<file path="src/rtl/mdhp_pkg.sv">
// Shared types, token tables and event codes for the modem data header parser.
`timescale 1ns / 1ps

package mdhp_pkg;

    // Result event codes
    typedef enum logic [1:0] {
        EV_READY     = 2'd0,
        EV_HEADER    = 2'd1,
        EV_MALFORMED = 2'd2,
        EV_TIMEOUT   = 2'd3
    } event_t;

    // Parse phase
    typedef enum logic [1:0] {
        PH_HUNT = 2'd0,
        PH_ID   = 2'd1,
        PH_LEN  = 2'd2
    } phase_t;

    // Input operation codes
    localparam logic OP_BYTE = 1'b0;
    localparam logic OP_TICK = 1'b1;

    // Token lengths
    localparam logic [2:0] READY_LEN = 3'd7;
    localparam logic [2:0] TAG_LEN   = 3'd5;

    // Field separators and digit bounds
    localparam logic [7:0] CH_COMMA = 8'h2C;
    localparam logic [7:0] CH_COLON = 8'h3A;
    localparam logic [7:0] CH_ZERO  = 8'h30;
    localparam logic [7:0] CH_NINE  = 8'h39;

    // Window register reset value
    localparam logic [15:0] WINDOW_RESET = 16'd100;

    // Saturation limit of the tick counter
    localparam logic [15:0] TICK_MAX = 16'hFFFF;

    // "ready\r\n" token, one character per index
    function automatic logic [7:0] ready_char(input logic [2:0] idx);
        logic [7:0] ch;
        case (idx)
            3'd0:    ch = 8'h72;
            3'd1:    ch = 8'h65;
            3'd2:    ch = 8'h61;
            3'd3:    ch = 8'h64;
            3'd4:    ch = 8'h79;
            3'd5:    ch = 8'h0D;
            3'd6:    ch = 8'h0A;
            default: ch = 8'h00;
        endcase
        return ch;
    endfunction

    // "+IPD," token, one character per index
    function automatic logic [7:0] tag_char(input logic [2:0] idx);
        logic [7:0] ch;
        case (idx)
            3'd0:    ch = 8'h2B;
            3'd1:    ch = 8'h49;
            3'd2:    ch = 8'h50;
            3'd3:    ch = 8'h44;
            3'd4:    ch = 8'h2C;
            default: ch = 8'h00;
        endcase
        return ch;
    endfunction

endpackage

</file>
<file path="src/rtl/modem_data_header_parser.sv">
// Modem data header parser: token hunt, id/length digit parsing and tick timeout.
`timescale 1ns / 1ps

// Channel   Handshake              Payload
// input     in_valid / in_ready    operation, rx_byte
// output    out_valid / out_ready  event_res, link_id, length
// config    cfg_we                 cfg_data (window_ticks)
//
// One beat per cycle sustained: an input register feeds one pass of match,
// accumulate and tick logic, which writes the parser state and the result
// register in the same cycle. A beat with no result always moves on; a beat
// with a result waits only while the result register is held by out_ready.
// Reset (rst_n low) clears all parse state and sets the window to 100 ticks.
module modem_data_header_parser (
    input  logic        clk,
    input  logic        rst_n,
    input  logic        in_valid,
    output logic        in_ready,
    input  logic        operation,
    input  logic [7:0]  rx_byte,
    output logic        out_valid,
    input  logic        out_ready,
    output logic [1:0]  event_res,
    output logic [7:0]  link_id,
    output logic [15:0] length,
    input  logic        cfg_we,
    input  logic [15:0] cfg_data
);

    // Config register
    logic [15:0] window_reg;

    // Input register
    logic        s1_valid_reg;
    logic        s1_op_reg;
    logic [7:0]  s1_byte_reg;

    // Parser state
    mdhp_pkg::phase_t phase_reg, phase_next;
    logic [2:0]  ready_idx_reg, ready_idx_next;
    logic [2:0]  tag_idx_reg, tag_idx_next;
    logic [7:0]  id_reg, id_next;
    logic [15:0] len_reg, len_next;
    logic [15:0] tick_reg, tick_next;

    // Result register
    logic              out_valid_reg;
    mdhp_pkg::event_t  out_event_reg;
    logic [7:0]        out_id_reg;
    logic [15:0]       out_len_reg;

    // Result of the current pass
    logic              res_valid;
    mdhp_pkg::event_t  res_event;
    logic [7:0]        res_id;
    logic [15:0]       res_len;

    // Helpers
    logic        s1_adv;
    logic        is_digit;
    logic [3:0]  digit_val;
    logic [11:0] id_wide;
    logic [19:0] len_wide;
    logic [15:0] tick_inc;
    logic        ready_hit;
    logic        tag_hit;
    logic [2:0]  ready_idx_inc;
    logic [2:0]  tag_idx_inc;
    logic        clear_all;

    // Handshake
    assign s1_adv   = s1_valid_reg && (!res_valid || !out_valid_reg || out_ready);
    assign in_ready = !s1_valid_reg || s1_adv;

    // Digit decode and accumulator arithmetic
    assign is_digit  = (s1_byte_reg >= mdhp_pkg::CH_ZERO) && (s1_byte_reg <= mdhp_pkg::CH_NINE);
    assign digit_val = is_digit ? 4'(s1_byte_reg - mdhp_pkg::CH_ZERO) : 4'd0;
    assign id_wide   = 12'(id_reg) * 12'd10 + 12'(digit_val);
    assign len_wide  = 20'(len_reg) * 20'd10 + 20'(digit_val);
    assign tick_inc  = (tick_reg == mdhp_pkg::TICK_MAX) ? tick_reg : tick_reg + 16'd1;

    // Token matching
    assign ready_hit     = (ready_idx_reg < mdhp_pkg::READY_LEN)
                           && (s1_byte_reg == mdhp_pkg::ready_char(ready_idx_reg));
    assign tag_hit       = (tag_idx_reg < mdhp_pkg::TAG_LEN)
                           && (s1_byte_reg == mdhp_pkg::tag_char(tag_idx_reg));
    assign ready_idx_inc = ready_idx_reg + 3'd1;
    assign tag_idx_inc   = tag_idx_reg + 3'd1;

    // One parse pass over the registered beat
    always_comb
    begin
        phase_next     = phase_reg;
        ready_idx_next = ready_idx_reg;
        tag_idx_next   = tag_idx_reg;
        id_next        = id_reg;
        len_next       = len_reg;
        tick_next      = tick_reg;
        res_valid      = 1'b0;
        res_event      = mdhp_pkg::EV_READY;
        res_id         = 8'd0;
        res_len        = 16'd0;
        clear_all      = 1'b0;

        if (s1_op_reg == mdhp_pkg::OP_TICK)
        begin
            tick_next = tick_inc;
            if (tick_inc >= window_reg)
            begin
                res_valid = 1'b1;
                res_event = mdhp_pkg::EV_TIMEOUT;
                clear_all = 1'b1;
            end
        end
        else
        begin
            case (phase_reg)
                mdhp_pkg::PH_ID:
                begin
                    if (s1_byte_reg == mdhp_pkg::CH_COMMA)
                    begin
                        phase_next = mdhp_pkg::PH_LEN;
                    end
                    else if (!is_digit)
                    begin
                        res_valid = 1'b1;
                        res_event = mdhp_pkg::EV_MALFORMED;
                        clear_all = 1'b1;
                    end
                    else
                    begin
                        id_next = (id_wide > 12'd255) ? 8'd255 : id_wide[7:0];
                    end
                end
                mdhp_pkg::PH_LEN:
                begin
                    if (s1_byte_reg == mdhp_pkg::CH_COLON)
                    begin
                        res_valid = 1'b1;
                        res_event = mdhp_pkg::EV_HEADER;
                        res_id    = id_reg;
                        res_len   = len_reg;
                        clear_all = 1'b1;
                    end
                    else if (!is_digit)
                    begin
                        res_valid = 1'b1;
                        res_event = mdhp_pkg::EV_MALFORMED;
                        clear_all = 1'b1;
                    end
                    else
                    begin
                        len_next = (len_wide > 20'd65535) ? 16'hFFFF : len_wide[15:0];
                    end
                end
                default:
                begin
                    // hunt: both tokens tracked side by side
                    if (ready_hit && (ready_idx_inc == mdhp_pkg::READY_LEN))
                    begin
                        res_valid = 1'b1;
                        res_event = mdhp_pkg::EV_READY;
                        clear_all = 1'b1;
                    end
                    else
                    begin
                        if (ready_hit)
                            ready_idx_next = ready_idx_inc;
                        else
                            ready_idx_next = (s1_byte_reg == mdhp_pkg::ready_char(3'd0))
                                             ? 3'd1 : 3'd0;

                        if (tag_hit && (tag_idx_inc == mdhp_pkg::TAG_LEN))
                        begin
                            phase_next     = mdhp_pkg::PH_ID;
                            ready_idx_next = 3'd0;
                            tag_idx_next   = 3'd0;
                            id_next        = 8'd0;
                            len_next       = 16'd0;
                        end
                        else if (tag_hit)
                            tag_idx_next = tag_idx_inc;
                        else
                            tag_idx_next = (s1_byte_reg == mdhp_pkg::tag_char(3'd0))
                                           ? 3'd1 : 3'd0;
                    end
                end
            endcase
        end

        // every result restarts parsing
        if (clear_all)
        begin
            phase_next     = mdhp_pkg::PH_HUNT;
            ready_idx_next = 3'd0;
            tag_idx_next   = 3'd0;
            id_next        = 8'd0;
            len_next       = 16'd0;
            tick_next      = 16'd0;
        end
    end

    // Config register
    always_ff @(posedge clk or negedge rst_n)
    begin
        if (!rst_n)
            window_reg <= mdhp_pkg::WINDOW_RESET;
        else if (cfg_we)
            window_reg <= cfg_data;
    end

    // Input register
    always_ff @(posedge clk or negedge rst_n)
    begin
        if (!rst_n)
            s1_valid_reg <= 1'b0;
        else if (in_ready)
            s1_valid_reg <= in_valid;
    end

    always_ff @(posedge clk)
    begin
        if (in_ready && in_valid)
        begin
            s1_op_reg   <= operation;
            s1_byte_reg <= rx_byte;
        end
    end

    // Parser state
    always_ff @(posedge clk or negedge rst_n)
    begin
        if (!rst_n)
        begin
            phase_reg     <= mdhp_pkg::PH_HUNT;
            ready_idx_reg <= 3'd0;
            tag_idx_reg   <= 3'd0;
            id_reg        <= 8'd0;
            len_reg       <= 16'd0;
            tick_reg      <= 16'd0;
        end
        else if (s1_adv)
        begin
            phase_reg     <= phase_next;
            ready_idx_reg <= ready_idx_next;
            tag_idx_reg   <= tag_idx_next;
            id_reg        <= id_next;
            len_reg       <= len_next;
            tick_reg      <= tick_next;
        end
    end

    // Result register
    always_ff @(posedge clk or negedge rst_n)
    begin
        if (!rst_n)
            out_valid_reg <= 1'b0;
        else if (s1_adv && res_valid)
            out_valid_reg <= 1'b1;
        else if (out_ready)
            out_valid_reg <= 1'b0;
    end

    always_ff @(posedge clk)
    begin
        if (s1_adv && res_valid)
        begin
            out_event_reg <= res_event;
            out_id_reg    <= res_id;
            out_len_reg   <= res_len;
        end
    end

    assign out_valid = out_valid_reg;
    assign event_res = out_event_reg;
    assign link_id   = out_id_reg;
    assign length    = out_len_reg;

endmodule
</file>
<file path="config.mk">
export PLATFORM = sky130hd
export DESIGN_NAME = modem_data_header_parser
export DESIGN_NICKNAME = d
export VERILOG_FILES = /design/src/rtl/mdhp_pkg.sv /design/src/rtl/modem_data_header_parser.sv
export SDC_FILE = /design/constraint.sdc
export NUM_CORES = 1
export LEC_CHECK = 0
export ABC_CLOCK_PERIOD_IN_PS = 6400
export BUFFER_PORTS_ARGS = -buffer_cell sky130_fd_sc_hd__buf_2
export CAP_MARGIN = 20
export CORE_UTILIZATION = 40
export CTS_CLUSTER_SIZE = 20
export DETAILED_ROUTE_END_ITERATION = 8
export PLACE_DENSITY = 0.63
export REMOVE_ABC_BUFFERS = 1
export SYNTH_ARGS = -nofsm -noshare
export SYNTH_HDL_FRONTEND = slang
export SYNTH_SLANG_ARGS = --single-unit
export TNS_END_PERCENT = 30
</file>
<file path="constraint.sdc">
create_clock -name clk -period 6.4 [get_ports clk]
set_input_delay 0.32 -clock clk [delete_from_list [all_inputs] [get_ports clk]]
set_output_delay 0.32 -clock clk [all_outputs]
set_load 0.02 [all_outputs]
</file>
=== Yosys cells after proc, flatten, opt, wreduce, memory -nomap -nowiden ===
Cells that the tools add are included.

* Logic and storage cells: 148
* Output and inout port bits: 28
* Register bits after elaboration: 101

* Muxes and demuxes: 57
* Add/sub/neg operators: 6
* Reduce and logical (&&, ||, !) cells: 27
* Bitwise gates (word level): 2
* Multipliers: 2
* Equal/unequal tests: 33
* Magnitude comparators: 7

{| class="wikitable"
|+ Operator list
! cell !! number
|-
| 16-bit two-way mux || 10
|-
| 8-bit two-way mux || 7
|-
| 7-bit case mux with 7 select lines || 1
|-
| 3-bit two-way mux || 12
|-
| 7-bit case mux with 5 select lines || 1
|-
| 16-bit case mux with 2 select lines || 1
|-
| 8-bit by 6-bit == test with 1-bit output, second input constant || 3
|-
| 20-bit by 4-bit adder with 20-bit output || 1
|-
| 20-bit by 16-bit greater-than comparator with 1-bit output, second input constant || 1
|-
| 2-bit two-way mux || 10
|-
| 16-bit by 3-bit multiplier with 19-bit output, second input constant || 1
|-
| 3-bit == test, second input constant || 6
|-
| 16-bit by 1-bit adder with 16-bit output, second input constant || 1
|-
| 16-bit == test, second input constant || 1
|-
| 8-bit by 7-bit == test with 1-bit output || 2
|-
| 16-bit >= comparator || 1
|-
| 8-bit case mux with 2 select lines || 1
|-
| 3-bit inequality test, second input constant || 5
|-
| 7-bit AND reduction || 2
|-
| 12-bit by 4-bit adder with 12-bit output || 1
|-
| 3-bit by 2-bit == test with 1-bit output, second input constant || 4
|-
| 12-bit by 8-bit greater-than comparator with 1-bit output, second input constant || 1
|-
| 8-bit by 3-bit multiplier with 11-bit output, second input constant || 1
|-
| 1-bit two-way mux || 10
|-
| 27 further kinds || 50
|}

=== Logic depth before layout (Yosys ltp) ===
* Depth in word-level cells: 14
* Mapped depth: 21
* Depth with buffers taken out: 18

=== Least setup slack after synthesis ===
No wires, ideal clock.

* Kind: register to register
* Start point: reg tick_reg[2]
* End point: reg out_event_reg[0], in the netlist event_res[0], enable pin
* Arrival: 4.560 ns
* Setup slack: 1.431 ns
* Clock period less this slack: 4.969 ns
* Setup time: 0.409 ns
* Stages on the path, launching flop included: 17
* Data required time: 5.991 ns
* Path buffers: 1
* Cells stage by stage: dfrtp_1 -> and3_1 -> and4_1 -> clkbuf_1 -> nand4_1 -> nand4_1 -> nor2_1 -> nand3_1 -> o21ai_0 -> nand2_1 -> ha_1 -> nand4_1 -> nor2_1 -> nand3_1 -> o311ai_1 -> o211ai_1 -> nor2_1

* Word-level cells in the longest chain between the ends: 10
* Elaborated cells between the ends (all ways): 11
* Those cells by class: add/sub (1); order compare (1); eq/ne (1); mux (3); reduce/logical (5)

{| class="wikitable"
|+ RTL lines
! element !! RTL line !! text
|-
| from (decl) || modem_data_header_parser.sv:44 || <nowiki>logic [15:0] tick_reg, tick_next;</nowiki>
|-
| from (signal assigned) || modem_data_header_parser.sv:249 || <nowiki>tick_reg <= tick_next;</nowiki>
|-
| 16-bit by 1-bit adder with 16-bit output or 16-bit == test (tied branches) || modem_data_header_parser.sv:80 || <nowiki>assign tick_inc = (tick_reg == mdhp_pkg::TICK_MAX) ? tick_reg : tick_reg + 16'd1;</nowiki>
|-
| 16-bit two-way mux * || modem_data_header_parser.sv:80 ||
|-
| 16-bit >= comparator * || modem_data_header_parser.sv:108 || <nowiki>if (tick_inc >= window_reg)</nowiki>
|-
| 1-bit two-way mux * || modem_data_header_parser.sv:108 ||
|-
| 1-bit two-way mux * || modem_data_header_parser.sv:105 || <nowiki>if (s1_op_reg == mdhp_pkg::OP_TICK)</nowiki>
|-
| 1-bit zero test || modem_data_header_parser.sv:72 || <nowiki>assign s1_adv = s1_valid_reg && (!res_valid || !out_valid_reg || out_ready);</nowiki>
|-
| 1-bit logical OR (2 in a row) || modem_data_header_parser.sv:72 ||
|-
| 1-bit logical AND || modem_data_header_parser.sv:72 ||
|-
| 1-bit logical AND * || modem_data_header_parser.sv:266 || <nowiki>if (s1_adv && res_valid)</nowiki>
|-
| to (signal assigned) || modem_data_header_parser.sv:268 || <nowiki>out_event_reg <= res_event;</nowiki>
|-
| to (decl) || modem_data_header_parser.sv:48 || <nowiki>mdhp_pkg::event_t out_event_reg;</nowiki>
|}

Mark *: on every way between the ends. The rest lies on a longest branch, timed or not.
A chain may end at the register's enable or synchronous reset.

=== Final worst setup path ===
* Start point: reg tick_reg[2]
* End point: out in_ready

* Word-level cells in the longest chain between the ends: 10
* Elaborated cells between the ends (all ways): 11
* Those cells by class: add/sub (1); order compare (1); eq/ne (1); mux (3); reduce/logical (5)

{| class="wikitable"
|+ RTL lines
! element !! RTL line !! text
|-
| 16-bit by 1-bit adder with 16-bit output or 16-bit == test (tied branches) || modem_data_header_parser.sv:80 ||
|-
| 16-bit two-way mux * || modem_data_header_parser.sv:80 ||
|-
| 16-bit >= comparator * || modem_data_header_parser.sv:108 ||
|-
| 1-bit two-way mux * || modem_data_header_parser.sv:108 ||
|-
| 1-bit two-way mux * || modem_data_header_parser.sv:105 ||
|-
| 1-bit zero test * || modem_data_header_parser.sv:72 ||
|-
| 1-bit logical OR * (2 in a row) || modem_data_header_parser.sv:72 ||
|-
| 1-bit logical AND * || modem_data_header_parser.sv:72 ||
|-
| 1-bit logical OR * || modem_data_header_parser.sv:73 || <nowiki>assign in_ready = !s1_valid_reg || s1_adv;</nowiki>
|-
| to (decl) || modem_data_header_parser.sv:18 || <nowiki>output logic in_ready,</nowiki>
|}

Marked as above.

==> results.sh <==
export IMPL_status="finished, final reports clean"
export IMPL_post_route_period_util_pct=83.5
export IMPL_dpl_cell_area_um2=7580
export IMPL_ys_seq_area_share_pct=38.1
export IMPL_tritoncts="yes"
export IMPL_synth_edff_count=35
export IMPL_p_leak_nw=3.69
export IMPL_route_antenna_remaining_nets=0
export IMPL_fin_hold_ws_ns=0.138
export IMPL_gp_congestion=0.889
export IMPL_post_drt_wl_per_cell_um=15.1
export IMPL_p_int_w=0.00124
export IMPL_synth_distinct_cells=70
export IMPL_antenna_found_initial=0
export IMPL_path_clk_slew_ns=0.07
export IMPL_syn_inst=738
export IMPL_synth_top_cell_area_share_pct=22.2
export IMPL_crit_fanout=10
export IMPL_crit_slowest_cell="o311ai_1"
export IMPL_maxSlewHeadroom_pct=29.2
export IMPL_core_area_um2=17300
export IMPL_p_seq_share_pct=42.5
export IMPL_rsz0062_at_grt="false"
export IMPL_synth_most_common_cell="ha_1"
export IMPL_worstSetupPathType="reg2out"
export IMPL_portBuffers=57
export IMPL_netSwitchingFraction_pct=33.9
export IMPL_cts_root_buf="clkbuf_16"
export IMPL_viasPerCell=5.39
export IMPL_wl_um=15300
export IMPL_tightest_slew_ns=1.05
export IMPL_power_switching_w=0.000637
export IMPL_setup_tns_ns=0
export IMPL_clkPwrFrac_pct=27.9
export IMPL_hp_class="in2reg"
export IMPL_combPwrFrac_pct=29.6
export IMPL_maxSlewViolCount=0
export IMPL_yosys_area_top_type="dfrtp_1"
export IMPL_ctsResizeCount=0
export IMPL_vias=5463
export IMPL_fp_dieArea_um2=18300
export IMPL_start_util_pct=41.1
export IMPL_setup_violations=0
export IMPL_async_reset_ff_share_pct=65.3
export IMPL_ctsHoldBuffers=0
export IMPL_grt_pass1_vias=5103
export IMPL_powerDensity_nw_per_um2=238
export IMPL_finalHoldViolCount=0
export IMPL_clock_path_buffers=2
export IMPL_synth_area_leaders="dfrtp_1, edfxtp_1, ha_1"
export IMPL_htreeDepth=3
export IMPL_hold_path_depth=1
export IMPL_yosys_warnings=0
export IMPL_worstPathRequired_ns=6.08
export IMPL_arrival_ns=5.02
export IMPL_drc=0
export IMPL_cp_cell_sequence="and3_1, and4_1, nand4_1, nand4_1, nor2_1, nand3_1, o21ai_0, nand2_1, ha_1, nand4_1, nor2_1, nand3_1, o311ai_1, and2_1, nand3_1, buf_2"
export IMPL_netlist_top_cells_count="ha_1, nand2_1, dfrtp_1"
export IMPL_netlist_area_um2=7100
export IMPL_syn_area_per_cell_um2=9.62
export IMPL_ys_seq_elements=101
export IMPL_drtIter0Drc=389
export IMPL_rows=48
export IMPL_area_growth_pct=11.0
export IMPL_layout_nets=894
export IMPL_total_power_w=0.00188
export IMPL_clock_latency_ns=0.36
export IMPL_numCtsBuffers=9
export IMPL_drv_cap=0
export IMPL_slowest_delay_ns=0.78
export IMPL_design_area_um2=7880
export IMPL_drive_gt1_share_pct=13.2
export IMPL_overflow=0
export IMPL_die_y_um=135
export IMPL_fin_cells=1013
export IMPL_fin_worst_skew_ns=0.00716
export IMPL_io_pins=58
export IMPL_endpoint_kind="output pin"
export IMPL_first_pass_iters=5
export IMPL_synth_flop_cell="dfrtp_1"
export IMPL_grt_pass1_wl_um=25300
export IMPL_cts_sinks=101
export IMPL_r2r_cells=17
export IMPL_min_period_ns=5.34
export IMPL_insertedDiodeCount=0
export IMPL_gr_usage_all_layers_pct=17.6
export IMPL_grt_max_degree=67
export IMPL_dieWidth_um=135
export IMPL_setup_worst_path_start_class="flip-flop"
export IMPL_irDropWorstVdd_uv=135
export IMPL_postCtsSetupRepairBufs=0
export IMPL_dp_hpwl_um=11800
export IMPL_place_inst=995
export IMPL_max_freq_ghz=0.187
-- stage by stage --
| stage | utilization [%] | setup WS (ns) |
|---|---|---|
| 2_1_floorplan | - | 1.51 |
| 3_3_place_gp | 43.8 | 1.27 |
| 3_5_place_dp | 43.8 | 1.17 |
| 4_1_cts | 45.5 | 1.08 |
| 5_1_grt | 45.6 | 0.437 |
| 6_report | 45.6 | 1.06 |
-- final cells by class --
class	instances	area, µm²
repair buffers	63	330
inverters	46	173
clock inverters	7	58.8
multi-input cells	562	4110
fillers	1676	9420
clock buffers	9	225
well taps	225	282
flip-flops and latches	101	2710
-- final timing paths --
check / startpoint / endpoint / slack, ns
worst max-delay path: tick_reg[2]$_DFFE_PN0P_ / in_ready / 1.06
worst min-delay path: rx_byte[4] / s1_byte_reg[4]$_DFFE_PP_ / 0.14
worst max register to register: tick_reg[2]$_DFFE_PN0P_ / len_reg[15]$_DFFE_PN0P_ / 1.12
worst min register to register: window_reg[6]$_DFFE_PN1P_ / window_reg[6]$_DFFE_PN1P_ / 0.51
max in group asynchronous: rst_n / tag_idx_reg[1]$_DFFE_PN0P_ / 5.69
min in group asynchronous: rst_n / window_reg[11]$_DFFE_PN0P_ / 0.15
-- per-layer routing --
layer	global-route usage (%)	vias up	wire length [µm]
met5	0	-	0
met4	5.12	0	198
met2	27.5	94	6910
met1	24.6	2568	7580
met3	3.14	18	600
li1	-	2783	-
-- power by group through the flow --
stage	Combinational [W]	Sequential (W)	Clock, W
floorplan	0.000410	0.000806	0
global placement	0.000546	0.000809	0
detailed placement	0.000554	0.000810	0
CTS	0.000560	0.000797	0.000541
global route	0.000635	0.000805	0.000566
finish	0.000555	0.000797	0.000523
-- cells by family after synthesis --
kind of cell / share of synthesized area (%)
and+or+nand+nor: 17.4
AOI/OAI and AO/OA: 17.9
DFF: 38.1
adders and majority gates: 14.7
buffers and inverters: 4.16
xor gates and xnor gates: 5.43
muxes: 2.29
-- placed cells by master, fill, tap and decap left out, types with 8 or more instances in the layout --
cell type,count
dfrtp_1,63
nor3_1,10
a21oi_1,28
o31ai_1,12
o211ai_1,10
and3_1,9
nor2b_1,8
ha_1,77
mux2_2,10
nand3_1,16
xnor2_1,27
edfxtp_1,35
buf_2,57
a22oi_1,15
a21o_1,13
clkbuf_16,9
nor2_1,35
inv_1,46
nand4_1,9
nand2b_1,10
nand2_1,75
and2_1,30
xor2_1,17
o21ai_0,46
-- worst max-delay path, delay by kind of cell (launching register included) --
| kind | cells | cell delay (ns) |
|---|---|---|
| AOI/OAI and AO/OA | 2 | 1.01 |
| adders and majority gates | 1 | 0.29 |
| buffers and inverters | 1 | 0.21 |
| DFF | 1 | 0.43 |
| and+or+nand+nor | 12 | 2.70 |
Power figures use the tool's default switching activity.
